==> config.mk <==
export PLATFORM = sky130hd
export DESIGN_NAME = hhq_sqrt
export DESIGN_NICKNAME = d
export VERILOG_FILES = /design/src/sv/heightfield_height_query_defines.svh /design/src/sv/hhq_pkg.sv /design/src/sv/hhq_sqrt.sv
export SDC_FILE = /design/constraint.sdc
export NUM_CORES = 1
export LEC_CHECK = 0
export ABC_AREA = 1
export BUFFER_PORTS_ARGS = -buffer_cell sky130_fd_sc_hd__buf_2
export CORE_ASPECT_RATIO = 0.7
export CORE_UTILIZATION = 45
export CTS_CLUSTER_DIAMETER = 30
export DETAILED_ROUTE_END_ITERATION = 10
export HOLD_SLACK_MARGIN = 0.06
export SETUP_SLACK_MARGIN = 0.2
export SYNTH_ARGS = -nofsm -noshare
export SYNTH_HDL_FRONTEND = slang
export SYNTH_SLANG_ARGS = --single-unit
==> constraint.sdc <==
create_clock -name clk -period 9 [get_ports clk]
set_input_delay 0.9 -clock clk [delete_from_list [all_inputs] [get_ports clk]]
set_output_delay 0.9 -clock clk [all_outputs]
set_load 0.03 [all_outputs]
==> src/sv/heightfield_height_query_defines.svh <==
// ---------------------------------------------------------------------------
// heightfield height query assertion macros
// concurrent checks on clk, disabled while rst_n is low
// ---------------------------------------------------------------------------
`ifndef HEIGHTFIELD_HEIGHT_QUERY_DEFINES_SVH
`define HEIGHTFIELD_HEIGHT_QUERY_DEFINES_SVH

`ifndef NO_ASSERTIONS
`define HHQ_ASSERT(lbl, prop, msg) \
  lbl: assert property (@(posedge clk) disable iff (!rst_n) prop) else $error(msg);
`define HHQ_ASSERT_NEXT(lbl, pre, post, msg) \
  lbl: assert property (@(posedge clk) disable iff (!rst_n) (pre) |=> (post)) else $error(msg);
`else
`define HHQ_ASSERT(lbl, prop, msg)
`define HHQ_ASSERT_NEXT(lbl, pre, post, msg)
`endif

`endif

==> src/sv/hhq_pkg.sv <==
// ---------------------------------------------------------------------------
// hhq_pkg
// shared types, codes and constants of the heightfield height query block
// ---------------------------------------------------------------------------
package hhq_pkg;

  localparam int NUM_W     = 48;  // divider dividend / quotient width
  localparam int DEN_W     = 23;  // divider divisor width
  localparam int SQ_IN_W   = 48;  // square root radicand width
  localparam int SQ_OUT_W  = 24;  // square root result width
  localparam int CFG_IDX_W = 3;
  localparam int CFG_DAT_W = 24;

  typedef logic signed [23:0] height_t;

  localparam logic [1:0] MODE_LOAD  = 2'd0;
  localparam logic [1:0] MODE_BRUSH = 2'd1;
  localparam logic [1:0] MODE_QUERY = 2'd2;

  localparam logic [CFG_IDX_W-1:0] REG_ORIGIN_X   = 3'd0;
  localparam logic [CFG_IDX_W-1:0] REG_ORIGIN_Y   = 3'd1;
  localparam logic [CFG_IDX_W-1:0] REG_ORIGIN_Z   = 3'd2;
  localparam logic [CFG_IDX_W-1:0] REG_CELL_WIDTH = 3'd3;
  localparam logic [CFG_IDX_W-1:0] REG_CELL_DEPTH = 3'd4;

  // quarter cosine polynomial coefficients, Q16
  localparam logic [16:0] COS_K0 = 17'd60;
  localparam logic [16:0] COS_K1 = 17'd1367;
  localparam logic [16:0] COS_K2 = 17'd16624;
  localparam logic [16:0] COS_K3 = 17'd80852;
  localparam logic [16:0] ONE_Q16  = 17'd65536;
  localparam logic [16:0] HALF_Q16 = 17'd32768;

  localparam logic signed [27:0] H_MAX = 28'sd8388607;
  localparam logic signed [27:0] H_MIN = -28'sd8388608;

  typedef struct packed {
    logic             busy;
    logic             done;
    logic [NUM_W-1:0] quo;
    logic [DEN_W-1:0] rem;
  } div_res_t;

  typedef struct packed {
    logic                busy;
    logic                done;
    logic [SQ_OUT_W-1:0] root;
  } sqrt_res_t;

  function automatic height_t sat_h(input logic signed [27:0] v);
    if (v > H_MAX) begin
      return H_MAX[23:0];
    end else if (v < H_MIN) begin
      return H_MIN[23:0];
    end
    return v[23:0];
  endfunction

endpackage

==> src/sv/hhq_sqrt.sv <==
// ---------------------------------------------------------------------------
// hhq_sqrt
// integer square root, one result bit per cycle
// ---------------------------------------------------------------------------
module hhq_sqrt (
  input  logic                       clk,
  input  logic                       rst_n,
  input  logic                       start,
  input  logic [hhq_pkg::SQ_IN_W-1:0] radicand,
  output hhq_pkg::sqrt_res_t         res
);
  import hhq_pkg::*;

  localparam int CW = $clog2(SQ_OUT_W);

  logic                busy_r;
  logic                done_r;
  logic [CW-1:0]       cnt_r;
  logic [SQ_IN_W-1:0]  num_r;
  logic [SQ_OUT_W-1:0] rem_r;
  logic [SQ_OUT_W-1:0] root_r;
  logic [SQ_OUT_W+1:0] r2;
  logic [SQ_OUT_W+1:0] trial;
  logic                ge;

  assign r2    = {rem_r, num_r[SQ_IN_W-1 -: 2]};
  assign trial = {root_r, 2'b01};
  assign ge    = (r2 >= trial);

  always_ff @(posedge clk) begin
    if (!rst_n) begin
      busy_r <= 1'b0;
      done_r <= 1'b0;
    end else begin
      done_r <= 1'b0;
      if (start) begin
        busy_r <= 1'b1;
        cnt_r  <= '0;
        num_r  <= radicand;
        rem_r  <= '0;
        root_r <= '0;
      end else if (busy_r) begin
        rem_r  <= ge ? SQ_OUT_W'(r2 - trial) : SQ_OUT_W'(r2);
        root_r <= {root_r[SQ_OUT_W-2:0], ge};
        num_r  <= {num_r[SQ_IN_W-3:0], 2'b00};
        cnt_r  <= cnt_r + 1'b1;
        if (cnt_r == CW'(SQ_OUT_W - 1)) begin
          busy_r <= 1'b0;
          done_r <= 1'b1;
        end
      end
    end
  end

  assign res.busy = busy_r;
  assign res.done = done_r;
  assign res.root = root_r;

endmodule

Yosys cells after proc, flatten, opt, wreduce, memory -nomap -nowiden

Index checks and enable logic that the tools add are counted.

Add/subtract/negate cells: 2
Magnitude comparators: 1
Eq/ne operators: 1
Mux-type cells: 10
Bitwise logic cells: 2
Reduce and logical (&&, ||, !) cells: 3

Operators with widths:

| operator                                    | count |
|---|---|
| 2-to-1 mux 48 bit                           | 2 |
| 2-to-1 mux 24 bit                           | 3 |
| greater-or-equal comparator 26 bit          | 1 |
| subtractor 24 bit                           | 1 |
| adder 5 x 1 -> 5 bit, second input constant | 1 |
| equality test 5 bit, second input constant  | 1 |
| 2-to-1 mux 5 bit                            | 1 |
| 2-to-1 mux 1 bit                            | 4 |
| OR reduction 3 bit                          | 1 |
| NOT 1 bit                                   | 2 |
| AND reduction 2 bit                         | 1 |
| nonzero test 2 bit                          | 1 |

Flip-flop bits (word level): 103
Input port bits: 51
Output and inout port bits: 26
Word-level logic and storage cells: 25

Logic depth before layout (Yosys ltp)

Word-level depth: 4
Mapped depth: 15
Gate-level depth less buffers: 15

Worst setup path before layout

OpenSTA, ideal clock, no wires.

Path kind: input port to flip-flop
From: in start
To: reg cnt_r[0] (enable)
Setup time: 596 ps
Arrival time: 6,112 ps
Data required time: 8,404 ps
Slack: 2,292 ps
Stages on the path: 3
Path buffers: 1
Cell sequence: clkbuf_1 inv_2 a21oi_1

Cells in the longest elaborated chain, start to end: 2

Ends and longest elaborated chain:

| what                          | line           | text |
|---|---|---|
| start, declared               | hhq_sqrt.sv:8  | `input logic start,` |
| nonzero test 2 bit (no line)  | --             |  |
| AND reduction 2 bit (no line) | --             |  |
| end signal, assigned          | hhq_sqrt.sv:46 | `cnt_r <= cnt_r + 1'b1;` |
| end, declared                 | hhq_sqrt.sv:18 | `logic [CW-1:0] cnt_r;` |

No other way between the ends.
A chain may end at the register's enable or synchronous reset.

Worst setup path in the final report

From: in start
To: reg cnt_r[2] (enable)

The elaborated chain is that of the path after synthesis.

==> flow_summary.yaml <==
global_route:
  grt_max_degree: 73
  grt_pass1_vias: 5023
  grt_usage_pct: 22.1
  antenna_found_initial: 0
  grt_pass1_wl_microns: 24300
  grt_overflow_total: 0
cts:
  clockBufferDepth: 2
  cts_setup_buffers: 0
  path_clk_slew_ns: 0.07
  postCtsHoldBufs: 0
  htreeDepth: 3
  clock-sinks: 103
  cts_buffers: 9
  post_cts_resize_count: 0
  clkLatencyLatePin_ns: 0.35
  tritoncts: "yes"
  cts-root-buf: "clkbuf_16"
critical_path:
  cp_slowest_stage_delay_ns: 0.88
  criticalPathCategory: "in2reg"
  arrival_ns: 3.37
  cp_data_required_time_ns: 8.97
  cp-start-kind: "primary input"
  slowest_stage: "a21oi_4"
  startpoint: "start"
  cp_max_fo: 72
  worstSetupEndpointType: "flop"
  cp_cell_sequence: "buf_2 -> inv_2 -> a21oi_4 -> buf_4"
  regToRegStartpoint: "root_r[11]"
floorplan:
  fp.coreArea_sq_um: 13400
  initial_core_util_pct: 46.7
  rows: 35
  chipHeight_microns: 101
  dieArea_sq_um: 14300
  die_w_microns: 143
  pin_count: 77
worst_hold_path:
  min_from: "num_r[14]"
  min_path_type: "reg2reg"
placement:
  place_hpwl_microns: 10600
  place_area_sq_um: 6790
  globalplace.congestion: 0.949
  portBuffers: 76
  preCtsSetupSlack_ns: 5.15
yosys:
  synth.distinct_cells: 31
  synth-seq-cells: 103
  syn_area_sq_um: 6240
  yosysSeqAreaShare_pct: 49.3
  syn_area_per_cell_sq_um: 7.75
  syn_nets: 883
  yosysWarnings: 0
  synth_cells: 805
finish:
  multi_input_comb_area_sq_um: 2610
  drive_gt1_share_pct: 12.6
  mostFrequentLayoutCell: "nand2_1"
  nNetsFinal: 953
  n_antenna_cell: 0
  num-fill-cells: 1301
  regArea_sq_um: 3070
  utilization_pct: 53.2
  layout_common_cells: "nand2_1, inv_1, edfxtp_1"
  fin_area_sq_um: 7100
  syn2layout_area_growth_pct: 13.8
power:
  p_per_area_nw_per_um2: 186
  p_comb_share_pct: 24.0
  swShare_pct: 31.8
  ir_worst_vdd_v: 0.000101
  p_clk_share_pct: 31.3
  p_seq_share_pct: 44.6
  p_int_uw: 901
  p_leak_nw: 3.65
  p_switching_uw: 420
route:
  vias: 5077
  antenna_left: 0
  routed_via_density: 4.77
  first_pass_iters: 5
  drc: 0
  wl_microns: 14400
  first_iter_violations: 381
  routedWlPerCell_microns: 13.5
timing:
  finalCritPeriodShare_pct: 37.8
  fin_setup_tns_ns: 0
  drv_slew: 0
  worst_slew_pin_slew_ns: 1.09
  skew_ns: 0.0119
  fmax_mhz: 294
  setup_ws_ns: 5.60
  max_slew_margin_pct: 27.5
  setup_viol: 0
  fin_crit_ns: 3.40
  grt_setup_unrepaired: "no"
  hold_violations: 0
  fin_worst_hold_slack_ns: 0.514
run_status:
  status: "completed"
flow_run:
  cap_violations: 0
## final timing paths
path | to | slack (ns) | depth (start not counted)
setup / recovery | cnt_r[2] | 5.60 | 4
setup reg to reg | rem_r[12] | 6.07 | 13
hold reg to reg | num_r[16] | 0.51 | 2
hold / removal | num_r[16] | 0.51 | 2
## metrics by stage
stage,power (mW),std cells
2_1_floorplan,0.837,805
3_3_place_gp,0.910,1049
3_5_place_dp,0.915,1049
4_1_cts,1.33,1065
5_1_grt,1.40,1065
6_report,1.32,1065
## area by class of cell
class | instances | share of cell area [%]
clock inverters | 7 | 1.25
inverters | 126 | 6.66
multi-input cells | 556 | 36.7
clock buffers | 9 | 3.17
well taps | 185 | 3.26
repair buffers | 79 | 5.67
flip-flops and latches | 103 | 43.3
## cells in the mapped netlist
cell type / instances / area share (%)
nor2_2: 4 / 0.40
nand2_2: 3 / 0.30
a21o_1: 1 / 0.12
buf_6: 2 / 0.36
nand3b_4: 1 / 0.32
a21oi_4: 1 / 0.26
inv_1: 123 / 7.4
nor3_1: 1 / 0.080
xnor2_1: 6 / 0.84
a21oi_1: 13 / 1.0
and2_1: 2 / 0.20
nand2_1: 346 / 21
nand3_4: 1 / 0.28
inv_2: 3 / 0.18
nor4_1: 2 / 0.20
clkbuf_1: 15 / 0.90
edfxtp_1: 101 / 49
buf_1: 1 / 0.060
nand4_1: 17 / 1.7
nand3_2: 1 / 0.16
dfxtp_1: 2 / 0.64
nand3_1: 25 / 2.0
xor2_1: 7 / 0.98
nor3_2: 1 / 0.16
nor2_1: 88 / 5.3
o21a_1: 1 / 0.12
o21ai_0: 2 / 0.16
buf_4: 2 / 0.24
o21bai_1: 3 / 0.36
nand3b_1: 3 / 0.36
ha_1: 27 / 5.4
## kinds of logic after synthesis
logic type | after synthesis | synth area share, %
AO/OA/AOI/OAI | 21 | 2.07
XOR/XNOR | 13 | 1.83
adder cells (fa/ha/maj) | 27 | 5.42
buffers and inverters | 146 | 9.15
flip-flops | 103 | 49.3
AND/OR/NAND/NOR | 495 | 32.3
## power by group through the flow
stage	logic [mW]	registers, mW	clock network [mW]
finish	0.317	0.590	0.414
CTS	0.316	0.590	0.420
floorplan	0.223	0.614	0
detailed placement	0.314	0.601	0
global route	0.364	0.593	0.438
global placement	0.310	0.599	0
## worst max-delay path: cells and delay by family
family          cells  cell delay, ns
buf+inv             3            1.54
compound gates      1            0.88
## sequential cells by signal, indices dropped and copies added, names as in the netlist
signal  flops
busy_r      1
cnt_r       5
done_r      1
num_r      48
rem_r      24
root_r     24
## per-layer routing
layer	global-route usage (%)	vias up	wire length (microns)
li1	-	2646	-
met1	33.9	2298	7860
met2	32.2	124	5710
met3	3.75	9	670
met4	5.71	0	123
met5	0	-	0
(Power assumes the default switching activity.)
