`config.mk`:
```
export PLATFORM = sky130hd
export DESIGN_NAME = hhq_div
export DESIGN_NICKNAME = d
export VERILOG_FILES = /design/src/sv/heightfield_height_query_defines.svh /design/src/sv/hhq_pkg.sv /design/src/sv/hhq_div.sv
export SDC_FILE = /design/constraint.sdc
export NUM_CORES = 1
export LEC_CHECK = 0
export BUFFER_PORTS_ARGS = -buffer_cell sky130_fd_sc_hd__buf_4
export CAP_MARGIN = 15
export CORE_MARGIN = 2
export CORE_UTILIZATION = 53
export DETAILED_ROUTE_END_ITERATION = 6
export PLACE_DENSITY = 0.8
export SYNTH_ARGS = -nofsm -noshare
export SYNTH_HDL_FRONTEND = slang
export SYNTH_SLANG_ARGS = --single-unit
```
`constraint.sdc`:
```
create_clock -name clk -period 4 [get_ports clk]
set_input_delay 0.6 -clock clk [delete_from_list [all_inputs] [get_ports clk]]
set_output_delay 0.6 -clock clk [all_outputs]
set_load 0.005 [all_outputs]
```
`src/sv/heightfield_height_query_defines.svh`:
```
// ---------------------------------------------------------------------------
// heightfield height query assertion macros
// concurrent checks on clk, disabled while rst_n is low
// ---------------------------------------------------------------------------
`ifndef HEIGHTFIELD_HEIGHT_QUERY_DEFINES_SVH
`define HEIGHTFIELD_HEIGHT_QUERY_DEFINES_SVH

`ifndef NO_ASSERTIONS
`define HHQ_ASSERT(lbl, prop, msg) \
  lbl: assert property (@(posedge clk) disable iff (!rst_n) prop) else $error(msg);
`define HHQ_ASSERT_NEXT(lbl, pre, post, msg) \
  lbl: assert property (@(posedge clk) disable iff (!rst_n) (pre) |=> (post)) else $error(msg);
`else
`define HHQ_ASSERT(lbl, prop, msg)
`define HHQ_ASSERT_NEXT(lbl, pre, post, msg)
`endif

`endif

```
`src/sv/hhq_pkg.sv`:
```
// ---------------------------------------------------------------------------
// hhq_pkg
// shared types, codes and constants of the heightfield height query block
// ---------------------------------------------------------------------------
package hhq_pkg;

  localparam int NUM_W     = 48;  // divider dividend / quotient width
  localparam int DEN_W     = 23;  // divider divisor width
  localparam int SQ_IN_W   = 48;  // square root radicand width
  localparam int SQ_OUT_W  = 24;  // square root result width
  localparam int CFG_IDX_W = 3;
  localparam int CFG_DAT_W = 24;

  typedef logic signed [23:0] height_t;

  localparam logic [1:0] MODE_LOAD  = 2'd0;
  localparam logic [1:0] MODE_BRUSH = 2'd1;
  localparam logic [1:0] MODE_QUERY = 2'd2;

  localparam logic [CFG_IDX_W-1:0] REG_ORIGIN_X   = 3'd0;
  localparam logic [CFG_IDX_W-1:0] REG_ORIGIN_Y   = 3'd1;
  localparam logic [CFG_IDX_W-1:0] REG_ORIGIN_Z   = 3'd2;
  localparam logic [CFG_IDX_W-1:0] REG_CELL_WIDTH = 3'd3;
  localparam logic [CFG_IDX_W-1:0] REG_CELL_DEPTH = 3'd4;

  // quarter cosine polynomial coefficients, Q16
  localparam logic [16:0] COS_K0 = 17'd60;
  localparam logic [16:0] COS_K1 = 17'd1367;
  localparam logic [16:0] COS_K2 = 17'd16624;
  localparam logic [16:0] COS_K3 = 17'd80852;
  localparam logic [16:0] ONE_Q16  = 17'd65536;
  localparam logic [16:0] HALF_Q16 = 17'd32768;

  localparam logic signed [27:0] H_MAX = 28'sd8388607;
  localparam logic signed [27:0] H_MIN = -28'sd8388608;

  typedef struct packed {
    logic             busy;
    logic             done;
    logic [NUM_W-1:0] quo;
    logic [DEN_W-1:0] rem;
  } div_res_t;

  typedef struct packed {
    logic                busy;
    logic                done;
    logic [SQ_OUT_W-1:0] root;
  } sqrt_res_t;

  function automatic height_t sat_h(input logic signed [27:0] v);
    if (v > H_MAX) begin
      return H_MAX[23:0];
    end else if (v < H_MIN) begin
      return H_MIN[23:0];
    end
    return v[23:0];
  endfunction

endpackage

```
`src/sv/hhq_div.sv`:
```
// ---------------------------------------------------------------------------
// hhq_div
// restoring unsigned divider, one quotient bit per cycle
// ---------------------------------------------------------------------------
module hhq_div (
  input  logic                     clk,
  input  logic                     rst_n,
  input  logic                     start,
  input  logic [hhq_pkg::NUM_W-1:0] num,
  input  logic [hhq_pkg::DEN_W-1:0] den,
  output hhq_pkg::div_res_t        res
);
  import hhq_pkg::*;

  localparam int CW = $clog2(NUM_W);

  logic             busy_r;
  logic             done_r;
  logic [CW-1:0]    cnt_r;
  logic [NUM_W-1:0] quo_r;
  logic [DEN_W-1:0] rem_r;
  logic [DEN_W-1:0] den_r;
  logic [DEN_W:0]   trial;
  logic             ge;

  assign trial = {rem_r, quo_r[NUM_W-1]};
  assign ge    = (trial >= {1'b0, den_r});

  always_ff @(posedge clk) begin
    if (!rst_n) begin
      busy_r <= 1'b0;
      done_r <= 1'b0;
    end else begin
      done_r <= 1'b0;
      if (start) begin
        busy_r <= 1'b1;
        cnt_r  <= '0;
        quo_r  <= num;
        rem_r  <= '0;
        den_r  <= den;
      end else if (busy_r) begin
        rem_r <= ge ? DEN_W'(trial - {1'b0, den_r}) : DEN_W'(trial);
        quo_r <= {quo_r[NUM_W-2:0], ge};
        cnt_r <= cnt_r + 1'b1;
        if (cnt_r == CW'(NUM_W - 1)) begin
          busy_r <= 1'b0;
          done_r <= 1'b1;
        end
      end
    end
  end

  assign res.busy = busy_r;
  assign res.done = done_r;
  assign res.quo  = quo_r;
  assign res.rem  = rem_r;

endmodule

```
## Yosys cells after proc, flatten, opt, wreduce, memory -nomap -nowiden

Index checks and enable logic that the tools add are counted.

| word-level totals | value |
|---|---|
| bits of input ports | 74 |
| register bits after elaboration | 102 |
| word-level logic and storage cells | 25 |
| output and inout bits | 73 |

| operators by class | value |
|---|---|
| muxes and demuxes | 9 |
| reduce and logical (&&, ||, !) cells | 4 |
| add/subtract/negate cells | 2 |
| bitwise operators | 2 |
| equality and inequality tests | 1 |
| order comparisons | 1 |

Operators by type and width:

| cell | number |
|---|---|
| $mux W48 | 2 |
| $mux W23 | 2 |
| $ge A24 B23 Y1 | 1 |
| $sub A23 B23 Y23 | 1 |
| $add A6 B1 Y6 const B | 1 |
| $eq A6 B6 Y1 const B | 1 |
| $mux W6 | 1 |
| $mux W1 | 4 |
| $reduce_and A2 Y1 | 2 |
| $reduce_or A3 Y1 | 1 |
| $not A1 Y1 | 2 |
| $reduce_bool A2 Y1 | 1 |

## Depth between registers and ports, before layout

Gate-level depths: netlist (run 1).

| depth | value |
|---|---|
| depth in word-level cells | 4 |
| depth in mapped cells | 12 |

## Worst setup path before layout (run 1)

OpenSTA, ideal clock, no wires.

| timing | value |
|---|---|
| path type | input port to flip-flop |
| start | input port start |
| end | register cnt_r[0] (enable) |
| slack | 1002 ps |
| cell stages on the path | 2 |
| data required time | 3558 ps |
| arrival | 2557 ps |
| setup time | 442 ps |
| cells stage by stage | buf_2 o21a_1 |

| on the way | value |
|---|---|
| longest elaborated chain between the ends | 2 |

RTL lines:

| item | RTL line | text |
|---|---|---|
| start, declared | hhq_div.sv:8 | `input logic start,` |
| $reduce_bool A2 Y1 (no line) | n/a |  |
| $reduce_and A2 Y1 (no line) | n/a |  |
| end signal, assigned | hhq_div.sv:44 | `cnt_r <= cnt_r + 1'b1;` |
| end, declared | hhq_div.sv:19 | `logic [CW-1:0] cnt_r;` |

No other way between the ends.
A chain may end at the register's enable or synchronous reset.

## Worst setup path in the final report (run 1)

| timing | value |
|---|---|
| start | register rem_r[8] |
| end | register rem_r[15] (data pin) |

| on the way | value |
|---|---|
| longest elaborated chain between the ends | 3 |
| elaborated cells between the ends (all ways) | 4 |

RTL lines:

| item | RTL line | text |
|---|---|---|
| start, declared | hhq_div.sv:21 | `logic [DEN_W-1:0] rem_r;` |
| start signal, assigned | hhq_div.sv:42 | `rem_r <= ge ? DEN_W'(trial - {1'b0, den_r}) : DEN_W'(trial);` |
| $sub A23 B23 Y23 or $ge A24 B23 Y1 (tied branches) | hhq_div.sv:42, hhq_div.sv:27 |  |
| $mux W23 (*) | hhq_div.sv:42 |  |
| $mux W23 (*) | hhq_div.sv:41 | `end else if (busy_r) begin` |

Every way passes the cells marked *; elsewhere a longest branch is shown, timed or not. The select of a mux whose other input is x is not followed.

==> metrics.log, run 1 <==
INFO  metric synth_compound_gate_area_share = 11.2%
INFO  metric report.final.slew_viol_count = 0
INFO  metric vdd_drop_max = 0.343 mV
INFO  metric post_detailed_route_drc_marker_count = 0
INFO  metric synth_async_sr_flop_share = 0%
INFO  metric gp_routability_congestion = 0.874
INFO  metric setup_viol_count_final = 0
INFO  metric synth.cell_area = 5540 sq um
INFO  metric clkSinkCount = 102
INFO  metric dieWidth = 106 um
INFO  metric cell_internal_pwr = 0.00185 W
INFO  metric dieArea = 11300 sq um
INFO  metric cts_buffers = 9
INFO  metric dpl.hpwl = 8540 um
INFO  metric std_cell_rows = 37
INFO  metric clk_path_buf_depth = 2
INFO  metric setup.worst_path.class = reg -> reg
INFO  metric synth-seq-area-share = 54.9%
INFO  metric synthTopCellsByCount = sky130_fd_sc_hd__edfxtp_1, sky130_fd_sc_hd__mux2_2, sky130_fd_sc_hd__inv_1
INFO  metric filler_cell_count = 796
INFO  metric clock-skew-final = 0.0155 ns
INFO  metric max_cap_violations = 0
INFO  metric worstReg2RegStart = rem_r[8]
INFO  metric main_combinational_cell_family_by_area_after_synthesis = multiplexers
INFO  metric min-delay-start = den[17]
INFO  metric worstSetupStartpoint = rem_r[8]
INFO  metric detailedRoute.firstPassIterationCount = 5
INFO  metric dr.first_iter.drc_count = 139
INFO  metric p_leak = 2.90 nW
INFO  metric max_freq = 327 MHz
INFO  metric postSynthCellCount = 446
INFO  metric layout.core_utilization = 67.4%
INFO  metric final_layout_size_suffix_gt1_share = 37.0%
INFO  metric netlist.top_cell.by_area = sky130_fd_sc_hd__edfxtp_1
INFO  metric timing_hold_violations_final = 0
INFO  metric critical_path.endpoint_type = register
INFO  metric slew_headroom = 27.9%
INFO  metric grt-ovfl-total = 0
INFO  metric tritoncts = yes
INFO  metric seq_power_share = 50.9%
INFO  metric cts_setup_buffers = 0
INFO  metric cp_data_arrival_time = 3.18 ns
INFO  metric clk_pin_slew_worst_paths = 0.11 ns
INFO  metric synth_mux_area_share = 11.4%
INFO  metric pwr_density_cell = 380 nW/um^2
INFO  metric simple_logic_cell_fraction_of_the_synthesized_area = 10.1%
INFO  metric postSynthAreaPerCell = 12.4 sq um
INFO  metric avgRoutedWirePerCell = 16.9 um
INFO  metric routed_wl = 12200 um
INFO  metric worst_skew_pair.late_latency = 0.39 ns
INFO  metric pin_count_of_the_biggest_net_entering_global_routing = 79
INFO  metric dr_vias = 4069
INFO  metric syn-num-nets = 545
INFO  metric first_pass_grt_wire_length = 19500 um
INFO  metric synth_most_common_cell = sky130_fd_sc_hd__edfxtp_1
INFO  metric yosys_warnings = 0
INFO  metric leading_register_cell_type_out_of_synthesis = sky130_fd_sc_hd__edfxtp_1
INFO  metric nNetsFinal = 683
INFO  metric antenna_found_initial = 0
INFO  metric grt.total_usage = 22.2%
INFO  metric final.min_clock_period = 3.06 ns
INFO  metric die_height = 106 um
INFO  metric postCtsHoldBufs = 0
INFO  metric h-tree-depth = 3
INFO  metric layout-area-overhead-vs-synth = 24.5%
INFO  metric yosys_register_bits = 102
INFO  metric synthesized_area_fraction_occupied_by_xor_and_xnor_cells = 2.53%
INFO  metric design.core.area = 10200 sq um
INFO  metric cts.repair.resized = 0
INFO  metric layout_worst_path_cycle_share = 76.5%
INFO  metric setup_tns = 0 ns
INFO  metric io_pins = 147
INFO  metric rsz0062_at_grt = false
INFO  metric antenna_violating_nets_post_route = 0
INFO  metric via_per_inst = 5.61
INFO  metric worstMarginPinSlew = 1.08 ns
INFO  metric result_of_the_run = completed
INFO  metric start_util = 54.2%
INFO  metric via_count_of_the_first_global_routing_pass = 4003
INFO  metric antenna_diodes = 0
INFO  metric cts_root_buffer = sky130_fd_sc_hd__clkbuf_8
INFO  metric post_synth_fa_ha_maj_area_fraction = 5.78%
INFO  metric switchingPower = 0.000771 W
INFO  metric worst_hold_margin = 0.376 ns
INFO  metric min_path_type = in -> reg
INFO  metric crit_fanout = 12
INFO  metric data_required_time_of_the_critical_path = 4.12 ns
INFO  metric clockPowerShare = 23.5%
INFO  metric startpoint_types = register
INFO  metric p_sw_share = 29.4%
INFO  metric post-synth-top-area-fraction = 54.2%
INFO  metric power.share.combinational = 25.6%
INFO  metric ys_top_cells_by_area = sky130_fd_sc_hd__edfxtp_1, sky130_fd_sc_hd__mux2_2, sky130_fd_sc_hd__ha_1, sky130_fd_sc_hd__a21oi_1, sky130_fd_sc_hd__inv_1
INFO  metric synth_enable_flop_cells = 100
INFO  metric io_buffer_count = 146
INFO  metric synth.lib_cells_used.distinct = 59
## cells by family (layout without fill, tap and decap cells)
kind of cell | count (synthesis) | after routing
buf+inv | 51 | 194
compound gates | 89 | 89
fa+ha+maj | 25 | 25
mux | 57 | 57
flops | 102 | 102
xor+xnor | 16 | 16
simple gates | 106 | 106
## state kept, by name (all words and copies together), names as in the netlist
signal,cells
quo_r,48
den_r,23
rem_r,23
cnt_r,6
busy_r,1
done_r,1
## through the flow
step                      total power (W)  cells  area [sq um]  worst slack (ns)
after global routing              0.00275    725          6900             0.775
after floorplan                   0.00178    446          5540              1.00
after detailed placement          0.00202    709          6720             0.966
after global placement            0.00200    709          6720              1.06
final                             0.00262    725          6900             0.938
after CTS                         0.00263    725          6900             0.983
## routing by layer
layer,vias to the layer above,global-route usage [%],share of wire [%]
li1,1945,-,-
met3,23,8.77,7.9
met4,0,7.14,1.8
met1,1952,25.9,41
met2,149,37.4,50
met5,-,0,0
## power by group through the flow
stage	clock [W]	sequential, W	combinational (W)
2_1_floorplan	0	0.00135	0.000432
3_3_place_gp	0	0.00135	0.000649
3_5_place_dp	0	0.00135	0.000666
4_1_cts	0.000627	0.00133	0.000669
5_1_grt	0.000663	0.00134	0.000740
6_report	0.000616	0.00133	0.000671
## path summary, 6_finish.rpt
check,slack (ns),to,depth (start not counted)
max reg2reg,0.94,rem_r[15],9
min,0.38,den_r[17],1
max,0.94,rem_r[15],9
min reg2reg,0.55,done_r,1
## final cells by class
class	instances	area (sq um)	area share, %
Sequential cell	102	3040	44.1
Multi-Input combinational cell	293	2280	33.1
Timing Repair Buffer	149	1120	16.2
Tap cell	136	170	2.47
Clock buffer	10	128	1.85
Inverter	29	109	1.58
Clock inverter	6	45.0	0.653
## critical path: stages (launching register included)
cell and delay (ns):
sky130_fd_sc_hd__edfxtp_1 0.43, sky130_fd_sc_hd__ha_1 0.41, sky130_fd_sc_hd__and4_1 0.26, sky130_fd_sc_hd__and3_1 0.20, sky130_fd_sc_hd__a21boi_4 0.15, sky130_fd_sc_hd__nor3_2 0.41
sky130_fd_sc_hd__o21ba_1 0.54, sky130_fd_sc_hd__buf_4 0.25, sky130_fd_sc_hd__or3b_1 0.11, sky130_fd_sc_hd__a21oi_1 0.06
## cell usage in the layout (no fill, tap or decap), types with 3 or more instances in the layout
| master | n |
|---|---|
| sky130_fd_sc_hd__buf_4 | 149 |
| sky130_fd_sc_hd__edfxtp_1 | 100 |
| sky130_fd_sc_hd__mux2_2 | 48 |
| sky130_fd_sc_hd__inv_1 | 29 |
| sky130_fd_sc_hd__nor2_1 | 27 |
| sky130_fd_sc_hd__a21oi_1 | 26 |
| sky130_fd_sc_hd__ha_1 | 24 |
| sky130_fd_sc_hd__nand2_1 | 19 |
| sky130_fd_sc_hd__o21ai_0 | 15 |
| sky130_fd_sc_hd__a21o_1 | 12 |
| sky130_fd_sc_hd__xnor2_1 | 9 |
| sky130_fd_sc_hd__mux2i_1 | 9 |
| sky130_fd_sc_hd__clkbuf_8 | 9 |
| sky130_fd_sc_hd__nand4_1 | 8 |
| sky130_fd_sc_hd__nand3_1 | 8 |
| sky130_fd_sc_hd__nor3_1 | 7 |
| sky130_fd_sc_hd__xor2_1 | 7 |
| sky130_fd_sc_hd__nand3b_1 | 7 |
| sky130_fd_sc_hd__and2_1 | 5 |
| sky130_fd_sc_hd__o21a_1 | 5 |
| sky130_fd_sc_hd__nor2b_1 | 4 |
| sky130_fd_sc_hd__and3_1 | 4 |
| sky130_fd_sc_hd__nand2b_1 | 4 |
| sky130_fd_sc_hd__a211oi_1 | 4 |
| sky130_fd_sc_hd__o211a_1 | 3 |
| sky130_fd_sc_hd__o21bai_1 | 3 |
| sky130_fd_sc_hd__inv_6 | 3 |
No activity file was read; power rests on OpenSTA's default activity.
==> inputs of run 2 (changes only) <==
- CORE_UTILIZATION: 53 -> 48
- PLACE_DENSITY: 0.8 -> 0.77
- clock period: 4 -> 2.55 ns (I/O delays scaled with it)
==> run 2 against run 1 <==
- clock power rose by 110%
- worst setup slack got worse by 0.90 ns
- register-to-register slack got worse by 0.90 ns
- combinational power rose by 98%
- via count rose by 5.3%
- non-clock buffer count rose by 62
==> metrics.log, run 2 (synthesis gave the netlist of run 1 again) <==
INFO  metric result_of_the_run = completed
INFO  metric reg2reg_depth = 10
INFO  metric pwr_density_cell = 616 nW/um^2
INFO  metric start_util = 48.9%
INFO  metric clk_pin_slew_worst_paths = 0.07 ns
INFO  metric worstSetupStartpoint = den_r[0]
INFO  metric pin_count_of_the_biggest_net_entering_global_routing = 39
INFO  metric grt-ovfl-total = 0
INFO  metric rsz0062_at_grt = true
INFO  metric place.detailed.instances = 772
INFO  metric largestRegisters = quo_r (48), den_r (23), rem_r (23)
INFO  metric setup_viol_count_final = 0
INFO  metric first_pass_grt_wire_length = 21400 um
INFO  metric via_per_inst = 5.40
INFO  metric setup.worst_path.class = reg -> reg
INFO  metric fin_cells = 794
INFO  metric largest-register = quo_r
INFO  metric timing.reg2reg.setup_slack = 0.04 ns
INFO  metric min-delay-start = den[3]
INFO  metric timing_hold_violations_final = 0
INFO  metric worst_r2r_endpoint = rem_r[9]
INFO  metric vdd_drop_max = 0.504 mV
INFO  metric antenna_diodes = 0
INFO  metric worstReg2RegStart = den_r[0]
INFO  metric antenna_violating_nets_post_route = 0
INFO  metric dieWidth = 111 um
INFO  metric crit_fanout = 8
INFO  metric final_cell_mix = sky130_fd_sc_hd__buf_4, sky130_fd_sc_hd__edfxtp_1, sky130_fd_sc_hd__mux2_2, sky130_fd_sc_hd__inv_1, sky130_fd_sc_hd__nor2_1
INFO  metric via_count_of_the_first_global_routing_pass = 4377
INFO  metric filler_cell_count = 878
INFO  metric slew_headroom = 69.9%
INFO  metric io_pins = 147
INFO  metric dr_vias = 4286
INFO  metric min_path_type = in -> reg
INFO  metric dieArea = 12400 sq um
INFO  metric io_buffer_count = 146
INFO  metric report.final.slew_viol_count = 0
INFO  metric antenna_found_initial = 0
INFO  metric routed_wl = 13200 um
INFO  metric post_detailed_route_drc_marker_count = 0
INFO  metric data_required_time_of_the_critical_path = 2.75 ns
INFO  metric number_of_flip_flops_in_the_largest_register = 48
INFO  metric stdcell_area = 7680 sq um
INFO  metric area_occupied_by_multi_input_gates = 2440 sq um
INFO  metric final_layout_size_suffix_gt1_share = 47.0%
INFO  metric max_freq = 398 MHz
INFO  metric gp_routability_congestion = 0.880
INFO  metric h-tree-depth = 3
INFO  metric clock-skew-final = 0.00833 ns
INFO  metric p_leak = 3.27 nW
INFO  metric layout-area-overhead-vs-synth = 38.6%
INFO  metric clk_path_buf_depth = 2
INFO  metric startpoint_types = register
INFO  metric power.total = 0.00473 W
INFO  metric hold_path_depth = 1
INFO  metric cts_buffers = 9
INFO  metric detailedRoute.firstPassIterationCount = 4
INFO  metric postCtsHoldBufs = 0
INFO  metric critical_path.endpoint_type = register
INFO  metric clkSinkCount = 102
INFO  metric grt.total_usage = 21.5%
INFO  metric cts_root_buffer = sky130_fd_sc_hd__clkbuf_16
INFO  metric design.core.area = 11300 sq um
INFO  metric final.min_clock_period = 2.51 ns
INFO  metric dr.first_iter.drc_count = 138
INFO  metric worstMarginPinSlew = 0.451 ns
INFO  metric layout_worst_path_cycle_share = 98.6%
INFO  metric mostFrequentLayoutCell = sky130_fd_sc_hd__buf_4
INFO  metric worst_skew_pair.late_latency = 0.35 ns
INFO  metric max_cap_violations = 0
INFO  metric avgRoutedWirePerCell = 16.6 um
INFO  metric nNetsFinal = 745
INFO  metric placed_inst_area = 7210 sq um
INFO  metric std_cell_rows = 39
INFO  metric setup_tns = 0 ns
INFO  metric tritoncts = yes
INFO  metric cp_data_arrival_time = 2.71 ns
INFO  metric hold_path_end = den_r[3]
INFO  metric dpl.hpwl = 9720 um
INFO  metric regArea = 3040 sq um
INFO  metric die_height = 111 um
[run 2: cell count changes in the layout (fill, tap and decap cells not counted), sizes merged]
| cell | delta |
|---|---|
| buf | +62 |
| clkinvlp | +2 |
| inv | -1 |
| clkinv | -1 |
[run 2: metal layers]
layer / wire (um) / track usage (%) / vias to the layer above / part of all wire, %
li1: - / - / 2075 / -
met1: 5310 / 25.9 / 2042 / 40
met2: 6670 / 37.0 / 151 / 51
met3: 1040 / 7.46 / 18 / 7.9
met4: 158 / 5.35 / 0 / 1.2
met5: 0 / 0 / - / 0
[run 2: area by class of cell]
| cell class | instances | share of cell area [%] |
|---|---|---|
| well taps | 143 | 2.33 |
| flip-flops and latches | 102 | 39.6 |
| clock buffers | 10 | 2.98 |
| repair buffers | 211 | 21.3 |
| clock inverters | 6 | 0.587 |
| inverters | 29 | 1.42 |
| multi-input cells | 293 | 31.8 |
[run 2: through the flow]
step / util [%] / hold slack, ns / worst slack [ns]
after global placement: 63.7 / 0.535 / -0.0328
final: 67.8 / 0.200 / 0.0352
after floorplan: - / 0.481 / 0.00883
after CTS: 66.7 / 0.184 / 0.00671
after global routing: 67.8 / 0.186 / -0.0547
after detailed placement: 63.7 / 0.562 / -0.127
[run 2: worst max-delay path, stage by stage (launching register included)]
cell and delay [ns]:
sky130_fd_sc_hd__edfxtp_1 0.41, sky130_fd_sc_hd__ha_4 0.19, sky130_fd_sc_hd__fa_2 0.38, sky130_fd_sc_hd__nor2b_4 0.16, sky130_fd_sc_hd__o31ai_4 0.08, sky130_fd_sc_hd__a21boi_4 0.19
sky130_fd_sc_hd__nor3_4 0.08, sky130_fd_sc_hd__o21ba_4 0.24, sky130_fd_sc_hd__buf_12 0.14, sky130_fd_sc_hd__or3b_1 0.36, sky130_fd_sc_hd__a21oi_1 0.14
[run 2: repair_timing]
| action | 4_1_cts | 5_1_grt |
|---|---|---|
| cloned | 0 | 0 |
| gates resized for setup | 12 | 22 |
| endpoints found under the setup margin | 17 | 16 |
| setup buffers | 3 | 3 |
| pin swaps | 4 | 14 |
[run 2: worst max path at each step]
stage | endpoint | slack [ns] | cells past startpoint
2_1_floorplan | rem_r[21] | 0.009 | 9
6_report | rem_r[9] | 0.04 | 10
4_1_cts | rem_r[18] | 0.007 | 11
3_3_place_gp | rem_r[15] | -0.03 | 11
5_1_grt | rem_r[15] | -0.05 | 10
3_5_place_dp | rem_r[9] | -0.13 | 11
[run 2: report_power, final]
group | switching, W | internal, W | leakage, nW | total (W)
logic | 0.000608 | 0.000721 | 2.16 | 0.00133
registers | 0.0000736 | 0.00201 | 0.973 | 0.00208
clock network | 0.000646 | 0.000670 | 0.131 | 0.00132
==> inputs of run 3 (changes only) <==
- CORE_MARGIN: 2 -> 4
- PLACE_DENSITY: 0.77 -> 0.88
- SKIP_CTS_REPAIR_TIMING: not set -> 1
==> run 3 against run 2 <==
- critical path depth unchanged
- critical endpoint is now rem_r[18]
- first-iteration DRC count up 130%
- global-route usage up 0.16 points
- largest cell class unchanged
- cell count down 1.1%
- combinational power about the same
==> metrics.log, run 3 (synthesis gave the netlist of run 1 again) <==
INFO  metric result_of_the_run = completed
INFO  metric grt-ovfl-total = 0
INFO  metric io_pins = 147
INFO  metric largest-register = quo_r
INFO  metric max_freq = 393 MHz
INFO  metric stdcell_area = 7690 sq um
INFO  metric dr.first_iter.drc_count = 317
INFO  metric path_delay_family = compound AO/OA/AOI/OAI gates
INFO  metric cts_buffers = 9
INFO  metric via_per_inst = 5.56
INFO  metric clk_path_buf_depth = 2
INFO  metric worstReg2RegStart = den_r[0]
INFO  metric critical_path.cell_chain = ha_4, fa_2, nor2b_4, o31ai_4, a21boi_4, nor3_4, o21ba_4, buf_6, or3_4, a21oi_2
INFO  metric die_height = 115 um
INFO  metric cts_root_buffer = sky130_fd_sc_hd__clkbuf_16
INFO  metric antenna_found_initial = 0
INFO  metric crit_fanout = 5
INFO  metric setup_tns = 0 ns
INFO  metric h-tree-depth = 3
INFO  metric max_cap_violations = 0
INFO  metric via_count_of_the_first_global_routing_pass = 4569
INFO  metric grt.total_usage = 21.6%
INFO  metric timing.final.ws_setup = 0.00652 ns
INFO  metric final_cell_mix = sky130_fd_sc_hd__buf_4, sky130_fd_sc_hd__edfxtp_1, sky130_fd_sc_hd__mux2_2, sky130_fd_sc_hd__inv_1, sky130_fd_sc_hd__nor2_1
INFO  metric clk_pin_slew_worst_paths = 0.07 ns
INFO  metric antenna_violating_nets_post_route = 0
INFO  metric layout_worst_path_cycle_share = 99.7%
INFO  metric worstSetupStartpoint = den_r[0]
INFO  metric number_of_flip_flops_in_the_largest_register = 48
INFO  metric routed_wl = 14700 um
INFO  metric dpl.hpwl = 10600 um
INFO  metric detailedRoute.firstPassIterationCount = 4
INFO  metric timing_hold_violations_final = 0
INFO  metric critPathSlowestCell = sky130_fd_sc_hd__edfxtp_1
INFO  metric dieArea = 13300 sq um
INFO  metric critical-path-max-stage-delay = 0.42 ns
INFO  metric min_path_type = in -> reg
INFO  metric timing.reg2reg.setup_slack = 0.007 ns
INFO  metric final_layout_size_suffix_gt1_share = 46.8%
INFO  metric dr_vias = 4367
INFO  metric start_util = 50.0%
INFO  metric regArea = 3040 sq um
INFO  metric filler_cell_count = 775
INFO  metric avgRoutedWirePerCell = 18.7 um
INFO  metric report.final.slew_viol_count = 0
INFO  metric path_length_in_cells_of_the_critical_path = 10
INFO  metric worst_r2r_endpoint = rem_r[18]
INFO  metric worst_hold_margin = 0.197 ns
INFO  metric nNetsFinal = 739
INFO  metric p_leak = 3.24 nW
INFO  metric setup.worst_path.class = reg -> reg
INFO  metric setup_viol_count_final = 0
INFO  metric slew_headroom = 64.5%
INFO  metric final.min_clock_period = 2.54 ns
INFO  metric reg2reg_depth = 10
INFO  metric pwr_density_cell = 623 nW/um^2
INFO  metric io_buffer_count = 146
INFO  metric placed_inst_area = 7160 sq um
INFO  metric worstMarginPinSlew = 0.527 ns
INFO  metric startpoint_types = register
INFO  metric cp_data_arrival_time = 2.76 ns
INFO  metric tritoncts = yes
INFO  metric cp-endpoint = rem_r[18]
INFO  metric rsz0062_at_grt = true
INFO  metric data_required_time_of_the_critical_path = 2.76 ns
INFO  metric gp_routability_congestion = 0.902
INFO  metric dieWidth = 115 um
INFO  metric mostFrequentLayoutCell = sky130_fd_sc_hd__buf_4
INFO  metric area_occupied_by_multi_input_gates = 2500 sq um
INFO  metric largestRegisters = quo_r (48), den_r (23), rem_r (23)
INFO  metric pin_count_of_the_biggest_net_entering_global_routing = 79
INFO  metric design.core.area = 11100 sq um
INFO  metric clkSinkCount = 102
INFO  metric vdd_drop_max = 0.646 mV
INFO  metric clock-skew-final = 0.00999 ns
INFO  metric cp.buffers_inverters = 1
INFO  metric antenna_diodes = 0
INFO  metric layout-area-overhead-vs-synth = 38.8%
INFO  metric post_detailed_route_drc_marker_count = 0
INFO  metric std_cell_rows = 38
INFO  metric critical_path.endpoint_type = register
INFO  metric first_pass_grt_wire_length = 22400 um
INFO  metric worst_slack_at_placement = -0.168 ns
INFO  metric worst_skew_pair.late_latency = 0.36 ns
==> run 3: cell count changes in the layout (fill, tap and decap cells not counted), sizes merged <==
cell      previous run  this run
buf                211       205
clkbuf              10        11
clkinvlp             2         1
==> run 3: routing by layer <==
layer / global-route usage (%) / share of wire, %
met1: 24.6 / 38
met2: 38.1 / 52
met3: 8.67 / 9.2
met4: 5.40 / 1.4
met5: 0 / 0
==> run 3: final cells by class <==
cell class / count / area share, %
Clock buffer: 11 / 3.03
Clock inverter: 5 / 0.553
Inverter: 29 / 1.42
Multi-Input combinational cell: 293 / 32.6
Sequential cell: 102 / 39.6
Tap cell: 140 / 2.28
Timing Repair Buffer: 205 / 20.6
==> run 3: worst min-delay path by stage <==
stage	slack, ns	cells past startpoint	startpoint	endpoint
CTS	0.19	1	den[21]	den_r[21]
finish	0.20	1	den[17]	den_r[17]
global placement	0.55	1	busy_r	done_r
detailed placement	0.56	1	den[7]	den_r[7]
global route	0.19	1	den[3]	den_r[3]
floorplan	0.48	0	den[0]	den_r[0]
==> run 3: worst reg2reg max path: cells and delay by family (launching register included) <==
kind	cells	cell delay (ns)
adders and majority gates	2	0.61
AOI/OAI and AO/OA	4	0.63
and+or+nand+nor	3	0.62
buffers and inverters	1	0.13
DFF	1	0.42
==> run 3: power by group <==
part / leakage (nW) / switching, W / internal (W)
logic: 2.13 / 0.000642 / 0.000722
clock network: 0.131 / 0.000654 / 0.000675
registers: 0.973 / 0.0000837 / 0.00201
==> run 3: stage by stage <==
step	power, W	utilization, %	instances
3_3_place_gp	0.00331	64.6	764
3_5_place_dp	0.00337	64.6	764
4_1_cts	0.00469	67.1	780
2_1_floorplan	0.00280	-	446
5_1_grt	0.00501	69.4	785
6_report	0.00479	69.4	785
